### src/rtl/aosc_pkg.sv
`timescale 1ns / 1ps
package aosc_pkg;

  // Register indexes on the configuration port.
  localparam logic [2:0] REG_KEY_HIGH = 3'd0;
  localparam logic [2:0] REG_KEY_LOW  = 3'd1;
  localparam logic [2:0] REG_IV_HIGH  = 3'd2;
  localparam logic [2:0] REG_IV_LOW   = 3'd3;
  localparam logic [2:0] REG_SEG      = 3'd4;

  localparam int          BLOCK_BYTES = 16;
  localparam int          AES_ROUNDS  = 10;
  localparam logic [4:0]  SEG_RESET   = 5'd16;

  // One input beat as it travels from the front queue to the back end.
  typedef struct packed {
    logic [7:0] data_byte;
    logic       restart;
    logic       final_byte;
  } item_t;

  // Status of the cipher core as seen by the back end.
  typedef struct packed {
    logic busy;
    logic done;
  } aes_status_t;

  localparam logic [7:0] SBOX [256] = '{
    8'h63,8'h7c,8'h77,8'h7b,8'hf2,8'h6b,8'h6f,8'hc5,8'h30,8'h01,8'h67,8'h2b,8'hfe,8'hd7,8'hab,8'h76,
    8'hca,8'h82,8'hc9,8'h7d,8'hfa,8'h59,8'h47,8'hf0,8'had,8'hd4,8'ha2,8'haf,8'h9c,8'ha4,8'h72,8'hc0,
    8'hb7,8'hfd,8'h93,8'h26,8'h36,8'h3f,8'hf7,8'hcc,8'h34,8'ha5,8'he5,8'hf1,8'h71,8'hd8,8'h31,8'h15,
    8'h04,8'hc7,8'h23,8'hc3,8'h18,8'h96,8'h05,8'h9a,8'h07,8'h12,8'h80,8'he2,8'heb,8'h27,8'hb2,8'h75,
    8'h09,8'h83,8'h2c,8'h1a,8'h1b,8'h6e,8'h5a,8'ha0,8'h52,8'h3b,8'hd6,8'hb3,8'h29,8'he3,8'h2f,8'h84,
    8'h53,8'hd1,8'h00,8'hed,8'h20,8'hfc,8'hb1,8'h5b,8'h6a,8'hcb,8'hbe,8'h39,8'h4a,8'h4c,8'h58,8'hcf,
    8'hd0,8'hef,8'haa,8'hfb,8'h43,8'h4d,8'h33,8'h85,8'h45,8'hf9,8'h02,8'h7f,8'h50,8'h3c,8'h9f,8'ha8,
    8'h51,8'ha3,8'h40,8'h8f,8'h92,8'h9d,8'h38,8'hf5,8'hbc,8'hb6,8'hda,8'h21,8'h10,8'hff,8'hf3,8'hd2,
    8'hcd,8'h0c,8'h13,8'hec,8'h5f,8'h97,8'h44,8'h17,8'hc4,8'ha7,8'h7e,8'h3d,8'h64,8'h5d,8'h19,8'h73,
    8'h60,8'h81,8'h4f,8'hdc,8'h22,8'h2a,8'h90,8'h88,8'h46,8'hee,8'hb8,8'h14,8'hde,8'h5e,8'h0b,8'hdb,
    8'he0,8'h32,8'h3a,8'h0a,8'h49,8'h06,8'h24,8'h5c,8'hc2,8'hd3,8'hac,8'h62,8'h91,8'h95,8'he4,8'h79,
    8'he7,8'hc8,8'h37,8'h6d,8'h8d,8'hd5,8'h4e,8'ha9,8'h6c,8'h56,8'hf4,8'hea,8'h65,8'h7a,8'hae,8'h08,
    8'hba,8'h78,8'h25,8'h2e,8'h1c,8'ha6,8'hb4,8'hc6,8'he8,8'hdd,8'h74,8'h1f,8'h4b,8'hbd,8'h8b,8'h8a,
    8'h70,8'h3e,8'hb5,8'h66,8'h48,8'h03,8'hf6,8'h0e,8'h61,8'h35,8'h57,8'hb9,8'h86,8'hc1,8'h1d,8'h9e,
    8'he1,8'hf8,8'h98,8'h11,8'h69,8'hd9,8'h8e,8'h94,8'h9b,8'h1e,8'h87,8'he9,8'hce,8'h55,8'h28,8'hdf,
    8'h8c,8'ha1,8'h89,8'h0d,8'hbf,8'he6,8'h42,8'h68,8'h41,8'h99,8'h2d,8'h0f,8'hb0,8'h54,8'hbb,8'h16
  };

  localparam logic [7:0] RCON [AES_ROUNDS] = '{
    8'h01,8'h02,8'h04,8'h08,8'h10,8'h20,8'h40,8'h80,8'h1b,8'h36
  };

  function automatic logic [7:0] xtime(input logic [7:0] b);
    xtime = {b[6:0], 1'b0} ^ (b[7] ? 8'h1b : 8'h00);
  endfunction

  // One full round without the key addition; the last round skips the column mix.
  function automatic logic [127:0] aes_round(input logic [127:0] s, input logic last);
    logic [7:0] t [16];
    logic [7:0] a0, a1, a2, a3, all;
    logic [127:0] r;
    for (int c = 0; c < 4; c++) begin
      for (int j = 0; j < 4; j++) begin
        t[j + 4 * c] = SBOX[s[127 - 8 * (j + 4 * ((c + j) % 4)) -: 8]];
      end
    end
    for (int c = 0; c < 4; c++) begin
      a0 = t[4 * c];
      a1 = t[4 * c + 1];
      a2 = t[4 * c + 2];
      a3 = t[4 * c + 3];
      all = a0 ^ a1 ^ a2 ^ a3;
      if (last) begin
        r[127 - 32 * c -: 32] = {a0, a1, a2, a3};
      end else begin
        r[127 - 32 * c -: 32] = {a0 ^ all ^ xtime(a0 ^ a1), a1 ^ all ^ xtime(a1 ^ a2),
                                 a2 ^ all ^ xtime(a2 ^ a3), a3 ^ all ^ xtime(a3 ^ a0)};
      end
    end
    aes_round = r;
  endfunction

  // Next round key from the current one.
  function automatic logic [127:0] key_next(input logic [127:0] k, input logic [7:0] rc);
    logic [31:0] w0, w1, w2, w3, tmp;
    w0 = k[127:96];
    w1 = k[95:64];
    w2 = k[63:32];
    w3 = k[31:0];
    tmp = {SBOX[w3[23:16]] ^ rc, SBOX[w3[15:8]], SBOX[w3[7:0]], SBOX[w3[31:24]]};
    w0 = w0 ^ tmp;
    w1 = w1 ^ w0;
    w2 = w2 ^ w1;
    w3 = w3 ^ w2;
    key_next = {w0, w1, w2, w3};
  endfunction

endpackage

### src/rtl/aosc_front.sv
`timescale 1ns / 1ps
module aosc_front
  import aosc_pkg::*;
(
  input  logic       clk,
  input  logic       rst,
  input  logic       in_valid,
  output logic       in_stall,
  input  logic [7:0] data_byte,
  input  logic       restart,
  input  logic       final_byte,
  output logic       head_valid,
  output item_t      head,
  input  logic       pop
);

  item_t      slots [2];
  logic       wr_ptr;
  logic       rd_ptr;
  logic [1:0] count;
  logic       push;

  // The queue takes a beat whenever it has room, independent of the back end.
  assign in_stall   = (count == 2'd2);
  assign push       = in_valid && !in_stall;
  assign head_valid = (count != 2'd0);
  assign head       = slots[rd_ptr];

  always_ff @(posedge clk) begin
    if (push) begin
      slots[wr_ptr] <= '{data_byte: data_byte, restart: restart, final_byte: final_byte};
    end
  end

  // Pointers and fill count.
  always_ff @(posedge clk) begin
    if (rst) begin
      wr_ptr <= 1'b0;
      rd_ptr <= 1'b0;
      count  <= 2'd0;
    end else begin
      if (push) begin
        wr_ptr <= !wr_ptr;
      end
      if (pop) begin
        rd_ptr <= !rd_ptr;
      end
      count <= count + {1'b0, push} - {1'b0, pop};
    end
  end

endmodule

### config.mk
export PLATFORM = sky130hd
export DESIGN_NAME = aosc_front
export DESIGN_NICKNAME = d
export VERILOG_FILES = /design/src/rtl/aosc_pkg.sv /design/src/rtl/aosc_front.sv
export SDC_FILE = /design/constraint.sdc
export NUM_CORES = 1
export LEC_CHECK = 0
export ABC_AREA = 1
export BUFFER_PORTS_ARGS = -buffer_cell sky130_fd_sc_hd__buf_2
export CAP_MARGIN = 20
export CORE_MARGIN = 8
export CORE_UTILIZATION = 30
export DETAILED_ROUTE_END_ITERATION = 10
export PLACE_DENSITY = 0.5
export SLEW_MARGIN = 20
export SYNTH_ARGS = -nofsm -noshare
export SYNTH_HDL_FRONTEND = slang
export SYNTH_SLANG_ARGS = --single-unit
export TNS_END_PERCENT = 50
### constraint.sdc
create_clock -name clk -period 1.4 [get_ports clk]
set_input_delay 0.28 -clock clk [delete_from_list [all_inputs] [get_ports clk]]
set_output_delay 0.28 -clock clk [all_outputs]
set_load 0.02 [all_outputs]
# Word-level counts from Yosys, hierarchy flattened
# Memories as Yosys holds them, arrays and structs flattened. A register that Yosys moved wholly into a read port is not among the register bits.
# Index checks and enable logic that the tools add are counted.
# op_classes
n_addsub	2
eq_ne	1
n_mux	4
n_reduce_logical	5
# op_table
operator	count
1-bit two-way mux	4
1-bit logical NOT	3
2-bit by 1-bit adder with 2-bit output	1
2-bit == test, second input constant	1
2-bit nonzero test	1
2-bit by 1-bit subtractor with 2-bit output	1
1-bit logical AND	1
# word_totals
register_bits	4
mem_bits_rw	20
inputBits	14
out_inout_bits	12
word_cells	16
memories	1
# mem_list
memory	depth	word_bits	read_ports	rd_ports_with_merged_regs	wr	line	text
slots	2	10	1	1	1	aosc_front.sv:17	item_t slots [2];

# Depth between registers and ports, before layout
# Gate-level depths: netlist of the first run.
# depth
depth_word	5
ltp_mapped	11
ltp_nobuf	11

# Worst setup path before layout of the first run
# OpenSTA, ideal clock, no wires.
# synth_path
path_type	register -> register
startpoint	register count[0]
endpoint	register count[1]
setup_ps	115
arrival_time_ps	1249
required_ps	1285
slack_ps	36
path_stages_with_launch	11
n_path_buf	0
period_less_slack_ps	1364
cell_sequence	dfxtp_1 inv_1 nand2_1 nand2_1 ha_1 inv_1 ha_1 inv_1 nand2_1 a21oi_1 nor2_1
# synth_via
elab_chain_cells	5
# synth_rtl
element	line	text
from (decl)	aosc_front.sv:20	logic [1:0] count;
from (signal assigned)	aosc_front.sv:48	count <= count + {1'b0, push} - {1'b0, pop};
2-bit == test	aosc_front.sv:24	assign in_stall = (count == 2'd2);
1-bit logical NOT	aosc_front.sv:25	assign push = in_valid && !in_stall;
1-bit logical AND	aosc_front.sv:25	
2-bit by 1-bit adder with 2-bit output *	aosc_front.sv:48	
2-bit by 1-bit subtractor with 2-bit output *	aosc_front.sv:48	
# Mark *: on every way between the ends. The rest lies on a longest branch, timed or not.
# A chain may end at the register's enable or synchronous reset.

==> reports/metrics.cfg, run 1 <==
[pwr]
p_sw_frac = 0.264
finalPower_mw = 1.63
p_comb_frac = 0.254
power.internal_mw = 1.20
p_leak_nw = 0.551
powerDensity_nw_per_um2 = 1260
power_frac_seq = 0.559
vdd_drop_max_uv = 507
p_switching_mw = 0.429
power.share.clock = 0.187

[routing]
first_pass_iters = 3
route.detailed.drc = 0
wl_per_cell_um = 11.9
routed_via_density = 4.05
antenna_left = 0
drtIter0Drc = 46
routed-via-count = 575
drt-total-wl_um = 1700

[synth]
synth-edff-count = 20
postSynthAreaPerCell_um2 = 15.5
synth_cell_types = 11
yosysMostFrequentCell = edfxtp_1
synth-seq-cells = 25
netlist_top_cells_count = 20 x edfxtp_1, 10 x mux2_4, 8 x inv_1
synthesis.nets = 80
async_reset_ff_frac = 0
synthFlopType = edfxtp_1
ys_warn_count = 0
syn-cell-area_um2 = 995
netlist.area_leader.share = 0.604
ys_seq_area_frac = 0.704
synth_area_leaders = edfxtp_1 60%, mux2_4 15%, dfxtp_1 10%
yosys.area.top_type = edfxtp_1
synthCells = 64

[grt]
grt_max_degree = 14
track_usage = 0.0698
overflow = 0
antenna_found_initial = 0
grt_pass1_vias = 666
grt_first_pass_wirelength_um = 2760

[timing]
drv_slew = 0
maxSlewHeadroom = 0.886
rsz0062_at_grt = true
hold_viol_final = 0
fin_crit_sh = 1.10
fin_ws_ps = -137
final.setup.tns_ps = -1280
clock.fmax_mhz = 651
worst_slew_pin_slew_ps = 169
skew_ps = 3.96
setup_viol = 10
period_minus_slack_ps = 1540

[clocking]
cts.sinks = 25
worstSkewPairLatency_ps = 300
htree_levels = 1
cts_made_buffers = 3
clockRootBuffer = clkbuf_4
clk_pin_slew_worst_paths_ps = 120
max-clock-path-buffers = 2
post_cts_buffers = 0
cts_tree = built

[cells_and_area]
final_core_util = 0.396
fillers = 322
syn_to_final_growth_pct = 29.7
drive_above_1_share = 0.490
finalNetCount = 113
antennaDiodeCount = 0
regArea_um2 = 703
multi_input_area_um2 = 255

[hold_path]
min_to = slots[1][7]$_DFFE_PP_
hp-start = data_byte[5]
hp-class = primary input to flop
hold_depth = 1

[floorplan]
core_area_um2 = 3260
row_count = 21
die_h_um = 73.6
die-width_um = 73.6
dieArea_um2 = 5410
pin_count = 26
initial_core_util = 0.305

[job]
maxCapViolCount = 0

[placed_design]
gp_congestion = 0.632
numPortBuffers = 25
dp_hpwl_um = 1260

[worst_setup_path]
crit_fanout = 10
critPathCaptureType = primary output
required_ps = 1120
timing.critical_path.arrival_ps = 1260
regToRegSetupSlack_ps = 0
crit_path_start_kind = flop
reg2reg_to = count[1]$_SDFF_PP0_
rr_worst_depth = 11
r2r-start = count[0]$_SDFF_PP0_
worstSetupPathType = flop to primary output

[run_status]
status = finished with violations
violations = setup timing

[how the worst max path moves through the flow]
stage | depth (start not counted) | end | from
finish | 3 | head[6] | flop
global route | 3 | head[6] | flop
CTS | 3 | head[5] | flop
detailed placement | 10 | count[1]$_SDFF_PP0_ | count[0]$_SDFF_PP0_
global placement | 10 | count[1]$_SDFF_PP0_ | count[0]$_SDFF_PP0_
floorplan | 10 | count[1]$_SDFF_PP0_ | count[0]$_SDFF_PP0_
[per-stage QoR]
stage	setup WS, ps	area [um^2]	hold slack (ps)	instances
2_1_floorplan	36.3	995	351	64
4_1_cts	-171	1260	142	142
3_3_place_gp	3.73	1220	470	138
3_5_place_dp	-38.5	1220	474	138
6_report	-137	1290	152	142
5_1_grt	-201	1290	125	142
[cell families after synthesis]
group / Yosys count / share of synthesized area
simple gates: 15 / 0.0591
compound gates: 2 / 0.0101
xor+xnor: 1 / 0.00881
buf+inv: 9 / 0.0415
flops: 25 / 0.704
fa+ha+maj: 2 / 0.0252
mux: 10 / 0.151
[placed cells by master (no fill, tap or decap)]
cell type / count
a21oi_1: 2
buf_12: 2
buf_2: 19
buf_4: 2
buf_6: 6
clkbuf_1: 1
clkbuf_4: 3
dfxtp_1: 3
dfxtp_2: 2
edfxtp_1: 20
ha_1: 1
ha_2: 1
inv_1: 6
inv_2: 2
mux2_4: 10
nand2_1: 7
nand3_1: 2
nor2_1: 6
xnor2_1: 1
[layout make-up]
type / count / share of cell area
Sequential cell: 25 / 0.545
Multi-Input combinational cell: 30 / 0.198
Timing Repair Buffer: 29 / 0.169
Tap cell: 46 / 0.0446
Inverter: 8 / 0.0233
Clock buffer: 4 / 0.0204
[power by group through the flow]
| stage | Sequential [mW] | Clock, mW | Combinational [mW] |
|---|---|---|---|
| 2_1_floorplan | 0.916 | 0 | 0.247 |
| 3_3_place_gp | 0.919 | 0 | 0.375 |
| 3_5_place_dp | 0.923 | 0 | 0.385 |
| 4_1_cts | 0.909 | 0.322 | 0.396 |
| 5_1_grt | 0.914 | 0.354 | 0.454 |
| 6_report | 0.908 | 0.304 | 0.414 |
[sequential cells by signal (all words and copies together), names as in the netlist, named ones only]
register and cells:
wr_ptr 1, rd_ptr 1, count 2, slots 20
[metal layers]
layer	GRT usage	vias up	wire length, um
met5	0	-	0
met2	0.128	17	852
met4	0.0443	0	14
met1	0.0599	270	661
met3	0.0300	2	169
li1	-	286	-
[worst max-delay path, stage by stage, from the launching register on]
cell	delay [ps]
dfxtp_2	360
buf_12	140
mux2_4	300
buf_2	160
[timing repair]
item	in CTS	in global routing
endpoints found under the setup margin	12	13
gates resized for setup	6	11
hold buffers	0	0
Note: power is estimated with default switching activity, not from simulation.
==> run 2: changes to the inputs <==
--- a/config.mk
+++ b/config.mk
@@ -8,10 +8,11 @@
 export ABC_AREA = 1
 export BUFFER_PORTS_ARGS = -buffer_cell sky130_fd_sc_hd__buf_2
 export CAP_MARGIN = 20
+export CORE_ASPECT_RATIO = 1.25
 export CORE_MARGIN = 8
-export CORE_UTILIZATION = 30
+export CORE_UTILIZATION = 45
 export DETAILED_ROUTE_END_ITERATION = 10
-export PLACE_DENSITY = 0.5
+export PLACE_DENSITY = 0.7
 export SLEW_MARGIN = 20
 export SYNTH_ARGS = -nofsm -noshare
 export SYNTH_HDL_FRONTEND = slang
==> reports/metrics.cfg, run 2 (synthesis results as in run 1) <==
[run_status]
status = finished with violations
violations = setup timing

[worst_setup_path]
crit_fanout = 10  ; unchanged
timing.critical_path.arrival_ps = 1260  ; about the same
critPathCaptureType = primary output
worstSetupPathType = flop to primary output
crit_path_start_kind = flop
required_ps = 1120  ; about the same

[cells_and_area]
finalNetCount = 113  ; unchanged
syn_to_final_growth_pct = 28.1
final_cell_mix = 20 x edfxtp_1, 15 x buf_2, 10 x mux2_4, 10 x buf_6, 7 x inv_1
largest_reg_flops = 20  ; unchanged
antennaDiodeCount = 0  ; unchanged
top_regs = slots: 20 flops, count: 2 flops
fin_cells = 117  ; -18%
final_common_cell = edfxtp_1
regMostFlops = slots
stdcell_area_um2 = 1270  ; -1.3%
fillers = 180  ; -44%
drive_above_1_share = 0.500  ; +0.0104
final_core_util = 0.595  ; +0.199

[clocking]
max-clock-path-buffers = 2  ; unchanged
htree_levels = 1  ; unchanged
worstSkewPairLatency_ps = 310  ; about the same
clockRootBuffer = clkbuf_4
cts.sinks = 25  ; unchanged
cts_hold_buf = 0  ; unchanged
cts_tree = built
clk_pin_slew_worst_paths_ps = 120  ; about the same
cts_made_buffers = 3  ; unchanged
post_cts_buffers = 0  ; unchanged

[routing]
wl_met1_um = 609  ; -7.9%
drtIter0Drc = 11  ; -76%
wl_met3_um = 78  ; -54%
top_layer = met4
routed-wl-met2_um = 899  ; +5.5%
first_pass_iters = 3  ; unchanged
drt-total-wl_um = 1620  ; -4.5%
wl_per_cell_um = 13.8  ; +16%
antenna_left = 0  ; unchanged
route.detailed.drc = 0  ; unchanged
routed-via-count = 592  ; +3.0%
routed_via_density = 5.06  ; +25%

[pwr]
finalPower_mw = 1.64  ; +0.76%
p_sw_frac = 0.264  ; +0.000590
power.internal_mw = 1.21  ; +0.68%
power_frac_seq = 0.556  ; -0.003
power.share.clock = 0.184  ; -0.003
p_leak_nw = 0.563  ; +2.3%
vdd_drop_max_uv = 836  ; +65%
p_switching_mw = 0.433  ; +0.99%
p_comb_frac = 0.259  ; +0.005
powerDensity_nw_per_um2 = 1290  ; +2.1%

[placed_design]
place_area_um2 = 1180  ; -3.6%
gp_congestion = 0.606  ; -4.1%
numPortBuffers = 25  ; unchanged
dp_cells = 113  ; -18%

[hold_path]
hp-class = primary input to flop

[timing]
setup_viol = 11  ; +1
final.setup.tns_ps = -1320  ; -39.0 ps
rsz0062_at_grt = true
drv_slew = 0  ; unchanged
period_minus_slack_ps = 1540  ; +5.13 ps
hold_viol_final = 0  ; unchanged
clock.fmax_mhz = 648  ; -0.33%
fin_crit_sh = 1.10  ; +0.00367
skew_ps = 7.47  ; +3.51 ps
fin_ws_ps = -142  ; -5.14 ps
maxSlewHeadroom = 0.877  ; -0.00938
worst_slew_pin_slew_ps = 183  ; +14.0 ps

[grt]
grt_max_degree = 15  ; +1
overflow = 0  ; unchanged
antenna_found_initial = 0  ; unchanged
grt_pass1_vias = 624  ; -6.3%
track_usage = 0.0829  ; +0.0131
grt_first_pass_wirelength_um = 2370  ; -14%

[floorplan]
row_count = 19  ; -9.5%
pin_count = 26  ; unchanged
dieArea_um2 = 3980  ; -26%
die_h_um = 68.6  ; -6.8%
die-width_um = 58.1  ; -21%
core_area_um2 = 2140  ; -34%
initial_core_util = 0.465  ; +0.160

[job]
maxCapViolCount = 0  ; unchanged

-- run 2: changes by cell type in the layout (fill, tap and decap cells not counted), sizes merged --
| cell | change |
|---|---|
| clkinv | +1 |
| clkbuf | -1 |
-- run 2: worst paths after layout --
check	cells past startpoint	end	slack, ps	startpoint
max	3	head[7]	-140	flop
min	1	slots[0][7]$_DFFE_PP_	140	data_byte[5]
max reg2reg	10	count[1]$_SDFF_PP0_	-20	count[0]$_SDFF_PP0_
min reg2reg	2	rd_ptr$_SDFFE_PP0P_	530	rd_ptr$_SDFFE_PP0P_
-- run 2: metrics by stage --
stage	hold slack [ps]	setup WS (ps)
6_report	144	-142
4_1_cts	131	-177
3_5_place_dp	472	-45.2
5_1_grt	123	-186
2_1_floorplan	351	36.3
3_3_place_gp	468	45.6
-- run 2: area by class of cell --
class	instances	area (um^2)	share of cell area
Inverter	8	30.0	0.0236
Multi-Input combinational cell	30	255	0.200
Clock inverter	1	5.00	0.00393
Sequential cell	25	704	0.553
Clock buffer	3	22.5	0.0177
Tap cell	21	26.3	0.0206
Timing Repair Buffer	29	230	0.181
-- run 2: worst max-delay path: stages (launching register included) --
cell and delay [ps]:
dfxtp_2 360, buf_12 140, mux2_4 290, buf_2 160
-- run 2: timing repair --
action	4_1_cts	5_1_grt
gates resized for setup	10	15
hold endpoints to repair	0	0
setup endpoints to repair	12	12
pin swaps	0	0
-- run 2: power by group through the flow --
stage,logic (mW),registers (mW),clock network (mW)
finish,0.425,0.912,0.302
global route,0.459,0.916,0.344
CTS,0.392,0.911,0.317
detailed placement,0.371,0.924,0
global placement,0.359,0.919,0
floorplan,0.247,0.916,0
-- run 2: per-layer routing --
| metal | up-vias | track usage |
|---|---|---|
| met5 | - | 0 |
| met4 | 0 | 0.0644 |
| met3 | 4 | 0.0204 |
| met2 | 19 | 0.169 |
| met1 | 281 | 0.0654 |
| li1 | 288 | - |
